$ cat config.mk
export PLATFORM = sky130hd
export DESIGN_NAME = threshold_triggered_peak_finder_flat
export DESIGN_NICKNAME = d
export VERILOG_FILES = /design/src/rtl/ttpf_pkg.sv /design/src/rtl/ttpf_req_if.sv /design/src/rtl/ttpf_rsp_if.sv /design/src/rtl/ttpf_csr_if.sv /design/src/rtl/ttpf_csr.sv /design/src/rtl/ttpf_avg.sv /design/src/rtl/ttpf_detect.sv /design/src/rtl/threshold_triggered_peak_finder.sv /design/src/flat_wrapper.sv
export VERILOG_INCLUDE_DIRS = /design/src /design/src/rtl
export SDC_FILE = /design/constraint.sdc
export NUM_CORES = 2
export LEC_CHECK = 0
export BUFFER_PORTS_ARGS = -buffer_cell sky130_fd_sc_hd__buf_2
export CAP_MARGIN = 20
export CORE_MARGIN = 2
export CORE_UTILIZATION = 65
export DETAILED_ROUTE_END_ITERATION = 8
export GPL_TIMING_DRIVEN = 0
export PLACE_DENSITY = 0.82
export SKIP_LAST_GASP = 1
export SLEW_MARGIN = 5
export SYNTH_ARGS = -nofsm -noshare
export SYNTH_HDL_FRONTEND = slang
export SYNTH_HIERARCHICAL = 1
export SYNTH_SLANG_ARGS = --single-unit
$ cat constraint.sdc
create_clock -name clock -period 12.6 [get_ports clock]
set_input_delay 3.15 -clock clock [delete_from_list [all_inputs] [get_ports clock]]
set_output_delay 3.15 -clock clock [all_outputs]
set_load 0.01 [all_outputs]
$ cat src/rtl/threshold_triggered_peak_finder_macros.svh
// ----------------------------------------------------------------------------
// Assertion macros for the threshold triggered peak finder
// Short forms for clocked concurrent assertions with a synchronous reset.
// ----------------------------------------------------------------------------
`ifndef THRESHOLD_TRIGGERED_PEAK_FINDER_MACROS_SVH
`define THRESHOLD_TRIGGERED_PEAK_FINDER_MACROS_SVH

// The consequent must hold in the same cycle as the antecedent.
`define TTPF_ASSERT_NOW(label, clk, rst, ante, cons, msg) \
   label: assert property (@(posedge clk) disable iff (rst) (ante) |-> (cons)) \
      else $error(msg);

// The consequent must hold in the cycle after the antecedent.
`define TTPF_ASSERT_NEXT(label, clk, rst, ante, cons, msg) \
   label: assert property (@(posedge clk) disable iff (rst) (ante) |=> (cons)) \
      else $error(msg);

`endif

$ cat src/rtl/ttpf_pkg.sv
// ----------------------------------------------------------------------------
// Peak finder package
// Fixed field widths, register indexes and the decoded configuration type.
// ----------------------------------------------------------------------------
package ttpf_pkg;

   // Fixed-point formats.
   localparam int FRAC_BITS    = 16;
   localparam int THRESH_SHIFT = 24;
   localparam int RISE_BITS    = 16;
   localparam int ALPHA_BITS   = 17;
   localparam int WLEN_BITS    = 13;
   localparam int POS_BITS     = 12;

   localparam logic [ALPHA_BITS-1:0] ALPHA_ONE  = 17'h10000;
   localparam logic [WLEN_BITS-1:0]  MAX_WINDOW = 13'd4096;

   // Register reset values.
   localparam logic [RISE_BITS-1:0]  RISE_RESET   = 16'd512;
   localparam logic [ALPHA_BITS-1:0] WEIGHT_RESET = 17'd6554;
   localparam logic [WLEN_BITS-1:0]  WLEN_RESET   = 13'd16;

   // Configuration port.
   localparam int CSR_INDEX_BITS = 2;
   localparam int CSR_DATA_BITS  = 17;

   typedef enum logic [CSR_INDEX_BITS-1:0] {
      CSR_ENABLE = 2'd0,
      CSR_RISE   = 2'd1,
      CSR_WEIGHT = 2'd2,
      CSR_WLEN   = 2'd3
   } csr_index_type;

   // Configuration after saturation, as the datapath uses it.
   typedef struct packed {
      logic                  enable;
      logic [RISE_BITS-1:0]  rise_factor;
      logic [ALPHA_BITS-1:0] alpha;
      logic [WLEN_BITS-1:0]  win_len;
   } cfg_type;

endpackage

$ cat src/rtl/ttpf_req_if.sv
// ----------------------------------------------------------------------------
// Sample request channel
// Valid/ready channel that carries one signed sample per request.
// ----------------------------------------------------------------------------
interface ttpf_req_if #(
   parameter int SAMPLE_BITS = 16
);
   logic                          valid;
   logic                          ready;
   logic signed [SAMPLE_BITS-1:0] sample;

   modport source (output valid, output sample, input ready);
   modport sink (input valid, input sample, output ready);
endinterface

$ cat src/rtl/ttpf_rsp_if.sv
// ----------------------------------------------------------------------------
// Peak response channel
// Valid/ready channel that carries one detector result per request.
// ----------------------------------------------------------------------------
interface ttpf_rsp_if #(
   parameter int SAMPLE_BITS = 16
);
   import ttpf_pkg::*;

   logic                          valid;
   logic                          ready;
   logic                          window_done;
   logic [POS_BITS-1:0]           peak_back;
   logic signed [SAMPLE_BITS-1:0] peak_level;
   logic                          searching;

   modport source (output valid, output window_done, output peak_back,
                   output peak_level, output searching, input ready);
   modport sink (input valid, input window_done, input peak_back,
                 input peak_level, input searching, output ready);
endinterface

$ cat src/rtl/ttpf_csr_if.sv
// ----------------------------------------------------------------------------
// Configuration write channel
// Valid/ready channel that carries a register index and write data.
// ----------------------------------------------------------------------------
interface ttpf_csr_if;
   import ttpf_pkg::*;

   logic                      valid;
   logic                      ready;
   logic [CSR_INDEX_BITS-1:0] index;
   logic [CSR_DATA_BITS-1:0]  data;

   modport source (output valid, output index, output data, input ready);
   modport sink (input valid, input index, input data, output ready);
endinterface

$ cat src/rtl/ttpf_csr.sv
// ----------------------------------------------------------------------------
// Peak finder configuration registers
// Holds the four registers and presents them saturated to the datapath.
// ----------------------------------------------------------------------------
module ttpf_csr (
   input  logic              clock,
   input  logic              reset,
   ttpf_csr_if.sink          csr,
   output ttpf_pkg::cfg_type cfg
);
   import ttpf_pkg::*;

   logic                  enable_ff;
   logic [RISE_BITS-1:0]  rise_ff;
   logic [ALPHA_BITS-1:0] weight_ff;
   logic [WLEN_BITS-1:0]  wlen_ff;
   logic                  write;

   // Writes are always taken.
   assign csr.ready = 1'b1;
   assign write     = csr.valid;

   // Register file.
   always_ff @(posedge clock) begin
      if (reset) begin
         enable_ff <= 1'b0;
         rise_ff   <= RISE_RESET;
         weight_ff <= WEIGHT_RESET;
         wlen_ff   <= WLEN_RESET;
      end else if (write) begin
         unique case (csr_index_type'(csr.index))
            CSR_ENABLE: enable_ff <= csr.data[0];
            CSR_RISE:   rise_ff   <= csr.data[RISE_BITS-1:0];
            CSR_WEIGHT: weight_ff <= csr.data[ALPHA_BITS-1:0];
            CSR_WLEN:   wlen_ff   <= csr.data[WLEN_BITS-1:0];
            default:    enable_ff <= enable_ff;
         endcase
      end
   end

   // Saturate the weight to one and the window length to 1..4096.
   always_comb begin
      cfg.enable      = enable_ff;
      cfg.rise_factor = rise_ff;
      cfg.alpha       = (weight_ff > ALPHA_ONE) ? ALPHA_ONE : weight_ff;
      if (wlen_ff == '0) begin
         cfg.win_len = WLEN_BITS'(1);
      end else if (wlen_ff > MAX_WINDOW) begin
         cfg.win_len = MAX_WINDOW;
      end else begin
         cfg.win_len = wlen_ff;
      end
   end

endmodule

$ cat src/rtl/ttpf_avg.sv
// ----------------------------------------------------------------------------
// Peak finder average and threshold unit
// Computes the next exponential average and the rise threshold test.
// ----------------------------------------------------------------------------
module ttpf_avg #(
   parameter int SAMPLE_BITS = 16,
   parameter int AVG_BITS    = SAMPLE_BITS + 17
) (
   input  logic signed [SAMPLE_BITS-1:0]   sample,
   input  logic signed [AVG_BITS-1:0]      avg,
   input  logic [ttpf_pkg::ALPHA_BITS-1:0] alpha,
   input  logic [ttpf_pkg::RISE_BITS-1:0]  rise_factor,
   output logic signed [AVG_BITS-1:0]      avg_next,
   output logic                            above
);
   import ttpf_pkg::*;

   localparam int DIFF_BITS = AVG_BITS + 1;
   localparam int HI_BITS   = DIFF_BITS - FRAC_BITS;
   localparam int HP_BITS   = HI_BITS + ALPHA_BITS + 1;
   localparam int STEP_BITS = HP_BITS + 1;
   localparam int LP_BITS   = ALPHA_BITS + FRAC_BITS;
   localparam int PROD_BITS = AVG_BITS + RISE_BITS + 1;

   logic signed [DIFF_BITS-1:0]  x_scaled;
   logic signed [DIFF_BITS-1:0]  diff;
   logic signed [HI_BITS-1:0]    diff_hi;
   logic [FRAC_BITS-1:0]         diff_lo;
   logic signed [ALPHA_BITS:0]   alpha_s;
   logic signed [HP_BITS-1:0]    hi_prod;
   logic [LP_BITS-1:0]           lo_prod;
   logic signed [STEP_BITS-1:0]  step;
   logic signed [STEP_BITS-1:0]  avg_sum;
   logic signed [PROD_BITS-1:0]  x_thresh;
   logic signed [PROD_BITS-1:0]  avg_thresh;
   logic signed [RISE_BITS:0]    rise_s;

   // Difference between the sample in Q.16 and the average.
   assign x_scaled = {{(DIFF_BITS - SAMPLE_BITS - FRAC_BITS){sample[SAMPLE_BITS-1]}},
                      sample, {FRAC_BITS{1'b0}}};
   assign diff     = x_scaled - DIFF_BITS'(avg);

   // Floor split: diff = hi * 2^16 + lo with lo unsigned.
   assign diff_hi = diff[DIFF_BITS-1:FRAC_BITS];
   assign diff_lo = diff[FRAC_BITS-1:0];
   assign alpha_s = {1'b0, alpha};

   // Step is alpha*hi plus the floored fractional product.
   assign hi_prod  = HP_BITS'(diff_hi * alpha_s);
   assign lo_prod  = alpha * diff_lo;
   assign step     = STEP_BITS'(hi_prod)
                     + STEP_BITS'(signed'({1'b0, lo_prod[LP_BITS-1:FRAC_BITS]}));
   assign avg_sum  = STEP_BITS'(avg) + step;
   assign avg_next = avg_sum[AVG_BITS-1:0];

   // Exact threshold test: sample * 2^24 > avg * rise_factor.
   assign rise_s     = {1'b0, rise_factor};
   assign x_thresh   = {{(PROD_BITS - SAMPLE_BITS - THRESH_SHIFT){sample[SAMPLE_BITS-1]}},
                        sample, {THRESH_SHIFT{1'b0}}};
   assign avg_thresh = PROD_BITS'(avg * rise_s);
   assign above      = x_thresh > avg_thresh;

endmodule

$ cat src/rtl/ttpf_detect.sv
// ----------------------------------------------------------------------------
// Peak finder detection state
// Holds the average and window state and forms the result for one sample.
// ----------------------------------------------------------------------------
module ttpf_detect #(
   parameter int SAMPLE_BITS = 16
) (
   input  logic                            clock,
   input  logic                            reset,
   input  ttpf_pkg::cfg_type               cfg,
   input  logic                            fire,
   input  logic signed [SAMPLE_BITS-1:0]   sample,
   output logic                            res_done,
   output logic [ttpf_pkg::POS_BITS-1:0]   res_back,
   output logic signed [SAMPLE_BITS-1:0]   res_level,
   output logic                            res_searching,
   output logic                            in_window
);
   import ttpf_pkg::*;

   localparam int AVG_BITS = SAMPLE_BITS + 17;

   logic                          in_window_ff;
   logic signed [AVG_BITS-1:0]    avg_ff;
   logic [POS_BITS-1:0]           pos_ff;
   logic signed [SAMPLE_BITS-1:0] best_ff;
   logic [POS_BITS-1:0]           bpos_ff;

   logic signed [AVG_BITS-1:0]    avg_next;
   logic                          above;
   logic                          open;
   logic                          take;
   logic                          last;
   logic [POS_BITS-1:0]           pos_eff;
   logic signed [SAMPLE_BITS-1:0] best_new;
   logic [POS_BITS-1:0]           bpos_new;
   logic                          update;

   ttpf_avg #(
      .SAMPLE_BITS (SAMPLE_BITS),
      .AVG_BITS    (AVG_BITS)
   ) u_avg (
      .sample      (sample),
      .avg         (avg_ff),
      .alpha       (cfg.alpha),
      .rise_factor (cfg.rise_factor),
      .avg_next    (avg_next),
      .above       (above)
   );

   // Window decisions for the current sample.
   assign open     = in_window_ff || above;
   assign pos_eff  = in_window_ff ? pos_ff : '0;
   assign take     = open && ((pos_eff == '0) || (sample > best_ff));
   assign last     = ({1'b0, pos_eff} + WLEN_BITS'(1)) >= cfg.win_len;
   assign best_new = take ? sample : best_ff;
   assign bpos_new = take ? pos_eff : bpos_ff;
   assign update   = fire && cfg.enable;

   // State update, frozen while disabled.
   always_ff @(posedge clock) begin
      if (reset) begin
         in_window_ff <= 1'b0;
         avg_ff       <= '0;
         pos_ff       <= '0;
         best_ff      <= '0;
         bpos_ff      <= '0;
      end else if (update) begin
         if (take || !open) begin
            avg_ff <= avg_next;
         end
         if (open) begin
            best_ff <= best_new;
            bpos_ff <= bpos_new;
            if (last) begin
               in_window_ff <= 1'b0;
               pos_ff       <= '0;
            end else begin
               in_window_ff <= 1'b1;
               pos_ff       <= pos_eff + POS_BITS'(1);
            end
         end
      end
   end

   // Result fields; all zero while disabled or idle.
   always_comb begin
      res_done      = 1'b0;
      res_back      = '0;
      res_level     = '0;
      res_searching = 1'b0;
      if (cfg.enable && open) begin
         if (last) begin
            res_done  = 1'b1;
            res_back  = pos_eff - bpos_new;
            res_level = best_new;
         end else begin
            res_searching = 1'b1;
         end
      end
   end

   assign in_window = in_window_ff;

endmodule

$ cat src/rtl/threshold_triggered_peak_finder.sv
// ----------------------------------------------------------------------------
// Threshold triggered peak finder
// Adaptive threshold detector that reports the peak of each search window.
// ----------------------------------------------------------------------------
// Usage: samples arrive as requests on req_bus, one signed sample each. Every
// request yields exactly one response on rsp_bus, in order, carrying
// window_done, peak_back, peak_level and searching. Registers are written on
// csr_bus (index 0 enable, 1 rise factor, 2 smoothing weight, 3 window
// length); writes are always taken, but the user must issue them only
// while no request is in flight; the block itself does not enforce this.
// Pipeline: a request accepted into the input register is processed once the
// response register is free or being read; its result is then loaded into
// the response register, which drives rsp_bus.
// Throughput: one request per cycle while the receiver does not stall. The
// next average and window state are computed combinationally, so the average
// multiply-add and the threshold multiply set the clock period.
// Reset (synchronous) clears the pipeline, returns the detector to idle with
// a zero average and loads the register defaults.
// When the receiver stalls, the response register holds and one further
// request is still taken into the input register; then req_bus.ready drops.
// ----------------------------------------------------------------------------
`include "threshold_triggered_peak_finder_macros.svh"

module threshold_triggered_peak_finder #(
   parameter int SAMPLE_BITS = 16
) (
   input  logic     clock,
   input  logic     reset,
   ttpf_req_if.sink   req_bus,
   ttpf_rsp_if.source rsp_bus,
   ttpf_csr_if.sink   csr_bus
);
   import ttpf_pkg::*;

   cfg_type                       cfg;
   logic                          in_valid_ff;
   logic signed [SAMPLE_BITS-1:0] x_ff;
   logic                          advance;

   logic                          rsp_valid_ff;
   logic                          done_ff;
   logic [POS_BITS-1:0]           back_ff;
   logic signed [SAMPLE_BITS-1:0] level_ff;
   logic                          searching_ff;

   logic                          res_done;
   logic [POS_BITS-1:0]           res_back;
   logic signed [SAMPLE_BITS-1:0] res_level;
   logic                          res_searching;
   logic                          in_window;

   ttpf_csr u_csr (
      .clock (clock),
      .reset (reset),
      .csr   (csr_bus),
      .cfg   (cfg)
   );

   ttpf_detect #(
      .SAMPLE_BITS (SAMPLE_BITS)
   ) u_detect (
      .clock         (clock),
      .reset         (reset),
      .cfg           (cfg),
      .fire          (advance),
      .sample        (x_ff),
      .res_done      (res_done),
      .res_back      (res_back),
      .res_level     (res_level),
      .res_searching (res_searching),
      .in_window     (in_window)
   );

   // Handshake: the input stage moves on when the response register is empty or is being read.
   assign advance       = in_valid_ff && (!rsp_valid_ff || rsp_bus.ready);
   assign req_bus.ready = !in_valid_ff || advance;

   // Input register.
   always_ff @(posedge clock) begin
      if (reset) begin
         in_valid_ff <= 1'b0;
      end else if (req_bus.ready) begin
         in_valid_ff <= req_bus.valid;
      end
   end

   always_ff @(posedge clock) begin
      if (req_bus.valid && req_bus.ready) begin
         x_ff <= req_bus.sample;
      end
   end

   // Response register.
   always_ff @(posedge clock) begin
      if (reset) begin
         rsp_valid_ff <= 1'b0;
      end else if (advance) begin
         rsp_valid_ff <= 1'b1;
      end else if (rsp_bus.ready) begin
         rsp_valid_ff <= 1'b0;
      end
   end

   always_ff @(posedge clock) begin
      if (advance) begin
         done_ff      <= res_done;
         back_ff      <= res_back;
         level_ff     <= res_level;
         searching_ff <= res_searching;
      end
   end

   assign rsp_bus.valid       = rsp_valid_ff;
   assign rsp_bus.window_done = done_ff;
   assign rsp_bus.peak_back   = back_ff;
   assign rsp_bus.peak_level  = level_ff;
   assign rsp_bus.searching   = searching_ff;

   // Checks on the block's own logic.
   `TTPF_ASSERT_NOW(a_stall_full, clock, reset, !req_bus.ready, in_valid_ff && rsp_valid_ff, "request stalled with a free stage")
   `TTPF_ASSERT_NOW(a_disabled_zero, clock, reset, rsp_valid_ff && !cfg.enable, !done_ff && !searching_ff && back_ff == '0 && level_ff == '0, "disabled response not zero")
   `TTPF_ASSERT_NOW(a_done_alone, clock, reset, rsp_valid_ff, !(done_ff && searching_ff), "done while searching")
   `TTPF_ASSERT_NEXT(a_window_state, clock, reset, !reset && advance && cfg.enable, in_window == searching_ff, "window state disagrees with response")

endmodule

$ cat src/flat_wrapper.sv
// flat-port wrapper written by rule: the top's interface ports become plain ports
module threshold_triggered_peak_finder_flat import ttpf_pkg::*;
#(
   parameter int SAMPLE_BITS = 16
)
  (clock, reset, req_bus_valid, req_bus_sample, req_bus_ready, rsp_bus_valid, rsp_bus_window_done, rsp_bus_peak_back, rsp_bus_peak_level, rsp_bus_searching, rsp_bus_ready, csr_bus_valid, csr_bus_index, csr_bus_data, csr_bus_ready);
  ttpf_req_if #(.SAMPLE_BITS(SAMPLE_BITS)) req_bus_i ();
  ttpf_rsp_if #(.SAMPLE_BITS(SAMPLE_BITS)) rsp_bus_i ();
  ttpf_csr_if csr_bus_i ();
  input  logic clock;
  input  logic reset;
  input wire logic [$bits(req_bus_i.valid)-1:0] req_bus_valid;
  input wire logic [$bits(req_bus_i.sample)-1:0] req_bus_sample;
  output wire logic [$bits(req_bus_i.ready)-1:0] req_bus_ready;
  output wire logic [$bits(rsp_bus_i.valid)-1:0] rsp_bus_valid;
  output wire logic [$bits(rsp_bus_i.window_done)-1:0] rsp_bus_window_done;
  output wire logic [$bits(rsp_bus_i.peak_back)-1:0] rsp_bus_peak_back;
  output wire logic [$bits(rsp_bus_i.peak_level)-1:0] rsp_bus_peak_level;
  output wire logic [$bits(rsp_bus_i.searching)-1:0] rsp_bus_searching;
  input wire logic [$bits(rsp_bus_i.ready)-1:0] rsp_bus_ready;
  input wire logic [$bits(csr_bus_i.valid)-1:0] csr_bus_valid;
  input wire logic [$bits(csr_bus_i.index)-1:0] csr_bus_index;
  input wire logic [$bits(csr_bus_i.data)-1:0] csr_bus_data;
  output wire logic [$bits(csr_bus_i.ready)-1:0] csr_bus_ready;
  assign req_bus_i.valid = req_bus_valid;
  assign req_bus_i.sample = req_bus_sample;
  assign req_bus_ready = req_bus_i.ready;
  assign rsp_bus_valid = rsp_bus_i.valid;
  assign rsp_bus_window_done = rsp_bus_i.window_done;
  assign rsp_bus_peak_back = rsp_bus_i.peak_back;
  assign rsp_bus_peak_level = rsp_bus_i.peak_level;
  assign rsp_bus_searching = rsp_bus_i.searching;
  assign rsp_bus_i.ready = rsp_bus_ready;
  assign csr_bus_i.valid = csr_bus_valid;
  assign csr_bus_i.index = csr_bus_index;
  assign csr_bus_i.data = csr_bus_data;
  assign csr_bus_ready = csr_bus_i.ready;
  threshold_triggered_peak_finder #(.SAMPLE_BITS(SAMPLE_BITS)) u_core (.clock(clock), .reset(reset), .req_bus(req_bus_i), .rsp_bus(rsp_bus_i), .csr_bus(csr_bus_i));
endmodule
==> results.md <==
* First-pass GRT wire length at 218,000 um
* Critical path fanouts, max at 10
* Clock Latency Late Sink at 0.45 ns
* I/O pin count at 73
* Total of max-cap violations at 0
* Flops & latches, synth at between 150 and 200
* Pin count of the biggest net entering global routing at 33
* Row cnt at 100
* Period minus WS final at 12.27 ns
* Overall global routing resource usage at between 30% and 40%
* Cell area after synthesis at a little under 0.05 sq mm
* Max Fclk at 0.0815 GHz
* Hold_ws at 0.482 ns
* Avg Synthesized Cell Area at 8.91 sq um
* Share of layout cells above drive strength 1 at 6.52%
* Worst slew pin tran at between 1 and 1.5 ns
* Element type at the critical path start: flip-flop
* Clock Skew at between 0.015 and 0.02 ns
* Prevailing post-synth register cell: dfxtp_1
* Status: finished, final reports clean
* Fraction of registers with async set/reset at 0%
* CTS tree: built
* Root Driver: clkbuf_16
* Highest cell delay on the worst timing path at approximately 0.76 ns
* Setup violations, final at 0
* Core area at 0.0747 sq mm
* Layout area overhead at 5.90%
* Initial Utilization at 65.9%
* Total die area at 0.0780 sq mm
* Final nets at 7,135
* First DRT Iteration DRCs at roughly 3,300
* Mapped Cells at 5,525
* RSZ-0062 raised after global routing: true
* Post-route clock period utilization at 97.4%
* Port bufs at 71
* Antenna violations before repair at 9
* ANT nets after route at 0
* CP Launch Point: u_core/u_detect/avg_ff[6]
* Average wire per standard cell at 20.7 um
* Crit path kind: reg -> reg
* Die Ht at about 280 um
* GPL Wtd Cong at ~0.97
* Post-synth EDFFs at 46
* Worst-path clk slew at 0.08 ns
* Reg2reg setup slack at 0.33 ns
* DRT Wirelength at 137,000 um
* Top cell type's share of synthesized area at 42.5%
* Syn_nets at 7,030
* Buf/Inv on CP at 3
* Worst Min Path Start: u_core/u_detect/avg_ff[5]
* Final Hold Vio Count at 0
* # DRC at 0
* Number of global-route vias before repair at between 40,000 and 50,000
* Die W at about 280 um
* Required @ worst endpoint at 12.98 ns
* Vias at 38,700
* Total CTS buffers at 17
* Detailed Place HPWL at 116,000 um
* Clock Path Buffers at 2
* Worst slew margin at approximately 17%
* Critical path arrival at about 13 ns
* TritonRoute pass-1 iters at 6
* Final slew viol count at 0
* Hold Buf Count CTS at 0
* Ranking of synthesized cells by area: fa_1 (42%), ha_1 (11%), inv_1 (9.1%), nand2_1 (6.5%), and2_1 (5.5%)
* CP delay by family, top: adder cells
* Top cell type by total area after synthesis: fa_1
* Clock Sinks at 169
* H-tree Lvls at 4
* Synth cell types at 96
* Syn. warnings at 6
* CP endpoint kind: flip-flop
* Most frequent CP cell: fa_1
* Worst reg2reg startpoint: u_core/u_detect/avg_ff[6]
* Sequential fraction of the synthesis area at 7.81%
* Gr ovfl total at 0
* Vias per cell at 5.85
* Hold Path Class: reg -> reg
* Slowest CP cell: a31oi_1
## sequential cells by signal (all words and copies together) (netlist names)
| signal | cells |
|---|---|
| u_core/u_detect/avg_ff | 33 |
| u_core/rsp_bus.peak_back | 12 |
| u_core/rsp_bus.valid | 1 |
| u_core/u_detect/in_window | 1 |
| u_core/in_valid_ff | 1 |
| u_core/x_ff | 16 |
| u_core/u_csr/enable_ff | 1 |
| u_core/u_detect/best_ff | 16 |
| u_core/u_csr/weight_ff | 17 |
| u_core/u_csr/wlen_ff | 13 |
| u_core/rsp_bus.window_done | 1 |
| u_core/u_detect/pos_ff | 12 |
| u_core/rsp_bus.searching | 1 |
| u_core/u_detect/bpos_ff | 12 |
| u_core/u_csr/rise_ff | 16 |
| u_core/rsp_bus.peak_level | 16 |
## final timing paths
check                                             endpoint  cells after the start
worst max-delay path            u_core/u_detect/avg_ff[32]                     39
worst min-delay path             u_core/u_detect/avg_ff[5]                      2
worst max register to register  u_core/u_detect/avg_ff[32]                     39
worst min register to register   u_core/u_detect/avg_ff[5]                      2
## cell usage after synthesis (5+ instances only)
library cell	n
a31oi_1	12
or2_2	10
nor2_1	84
nand2b_1	91
inv_1	1197
nand3b_1	10
buf_4	7
nand4_1	18
a21o_1	65
o21bai_1	14
nor2b_1	63
xor2_1	46
and3_1	17
nor4_1	11
clkbuf_1	219
a2111oi_0	8
o21ai_1	19
buf_2	13
o21ai_0	72
xnor2_1	109
a211oi_1	8
and2_1	433
nor3_1	32
nand3_1	63
dfxtp_1	123
o211ai_1	10
buf_6	6
ha_1	420
a211o_1	5
mux2i_1	37
a21oi_1	188
a21oi_2	15
o31ai_1	10
or3_1	9
nor3b_1	6
fa_1	1045
a22oi_1	21
nand2_1	851
edfxtp_1	46
o21a_1	17
## cells in the final DEF, fill, tap and decap left out, drive strengths merged, types with 5 or more instances in the layout
cell type  Yosys  final
ha           420    420
or3            9      9
mux2i         37     37
o21a          17     17
nor3b          6      6
xor2          46     46
nand2        851    851
o211ai        12     12
o21bai        14     14
or2           11     11
nor2b         64     64
nand3         63     63
o21ai         93     93
fa          1045   1045
o31ai         11     11
and2         435    435
a211oi         8      8
nor2          84     84
a21o          65     65
clkinv         0      8
a211o          5      5
inv         1197   1204
nor3          35     35
xnor2        109    109
clkbuf       221    220
diode          0      5
and3          17     17
buf           30    133
nand3b        13     13
a21boi         5      5
edfxtp        46     46
nor4          16     16
a2111oi        9      9
or4            6      6
a21oi        204    204
a31oi         12     12
nand4         18     18
dfxtp        123    123
nand2b        91     91
a22oi         21     21
## cell type report
| class | instances | area (sq um) |
|---|---|---|
| inverters | 1197 | 4490 |
| diodes | 5 | 12.5 |
| plain buffers | 248 | 1250 |
| well taps | 969 | 1210 |
| fillers | 5779 | 22600 |
| flip-flops and latches | 169 | 3910 |
| clock buffers | 17 | 425 |
| repair buffers | 89 | 490 |
| multi-input cells | 3908 | 40200 |
| clock inverters | 15 | 153 |
## cells by family (layout without fill, tap and decap cells)
family          Yosys count  count (layout)  share of synthesized area [%]
fa+ha+maj              1465            1465                           53.2
xor+xnor                156             156                           2.80
flops                   169             169                           7.81
compound gates          517             517                           6.79
mux                      38              38                          0.783
buf+inv                1448            1566                           11.3
other cells               1               6                        0.00762
simple gates           1731            1731                           17.3
## tightest hold or removal path, delay by kind of cell (launching register included)
kind / cells / cell delay, ns
DFF: 1 / 0.31
and+or+nand+nor: 1 / 0.06
muxes: 1 / 0.06
## stage by stage
stage                     area, sq um  setup TNS [ns]  std cells  setup slack (ns)  util, %
final                           52100               0       6617             0.329     69.8
after global routing            52100         -0.0954       6612           -0.0521     69.8
after CTS                       51700         -0.0347       6602           -0.0347     69.2
after detailed placement        50800          -25.55       6568             -1.77     68.0
after global placement          50800          -21.47       6565             -1.47     68.0
after floorplan                 49200               0       5525              1.59        -
## timing repair
| action | CTS | global route |
|---|---|---|
| endpoints found under the setup margin | 83 | 18 |
| pin swaps | 2 | 12 |
| gates resized for setup | 95 | 193 |
| buffers inserted | 2 | 10 |
## routing by layer
metal / wire length (um) / GRT usage (%) / share of wire [%] / vias up
li1: - / - / - / 16900
met1: 51900 / 48.2 / 38 / 19400
met2: 62700 / 57.3 / 46 / 1968
met3: 14700 / 8.54 / 11 / 435
met4: 7750 / 17.0 / 5.7 / 8
met5: 56 / 0 / 0.041 / -
Power is not shown: default switching activity piles up to over one toggle a cycle in this logic, so the estimate is an artifact.
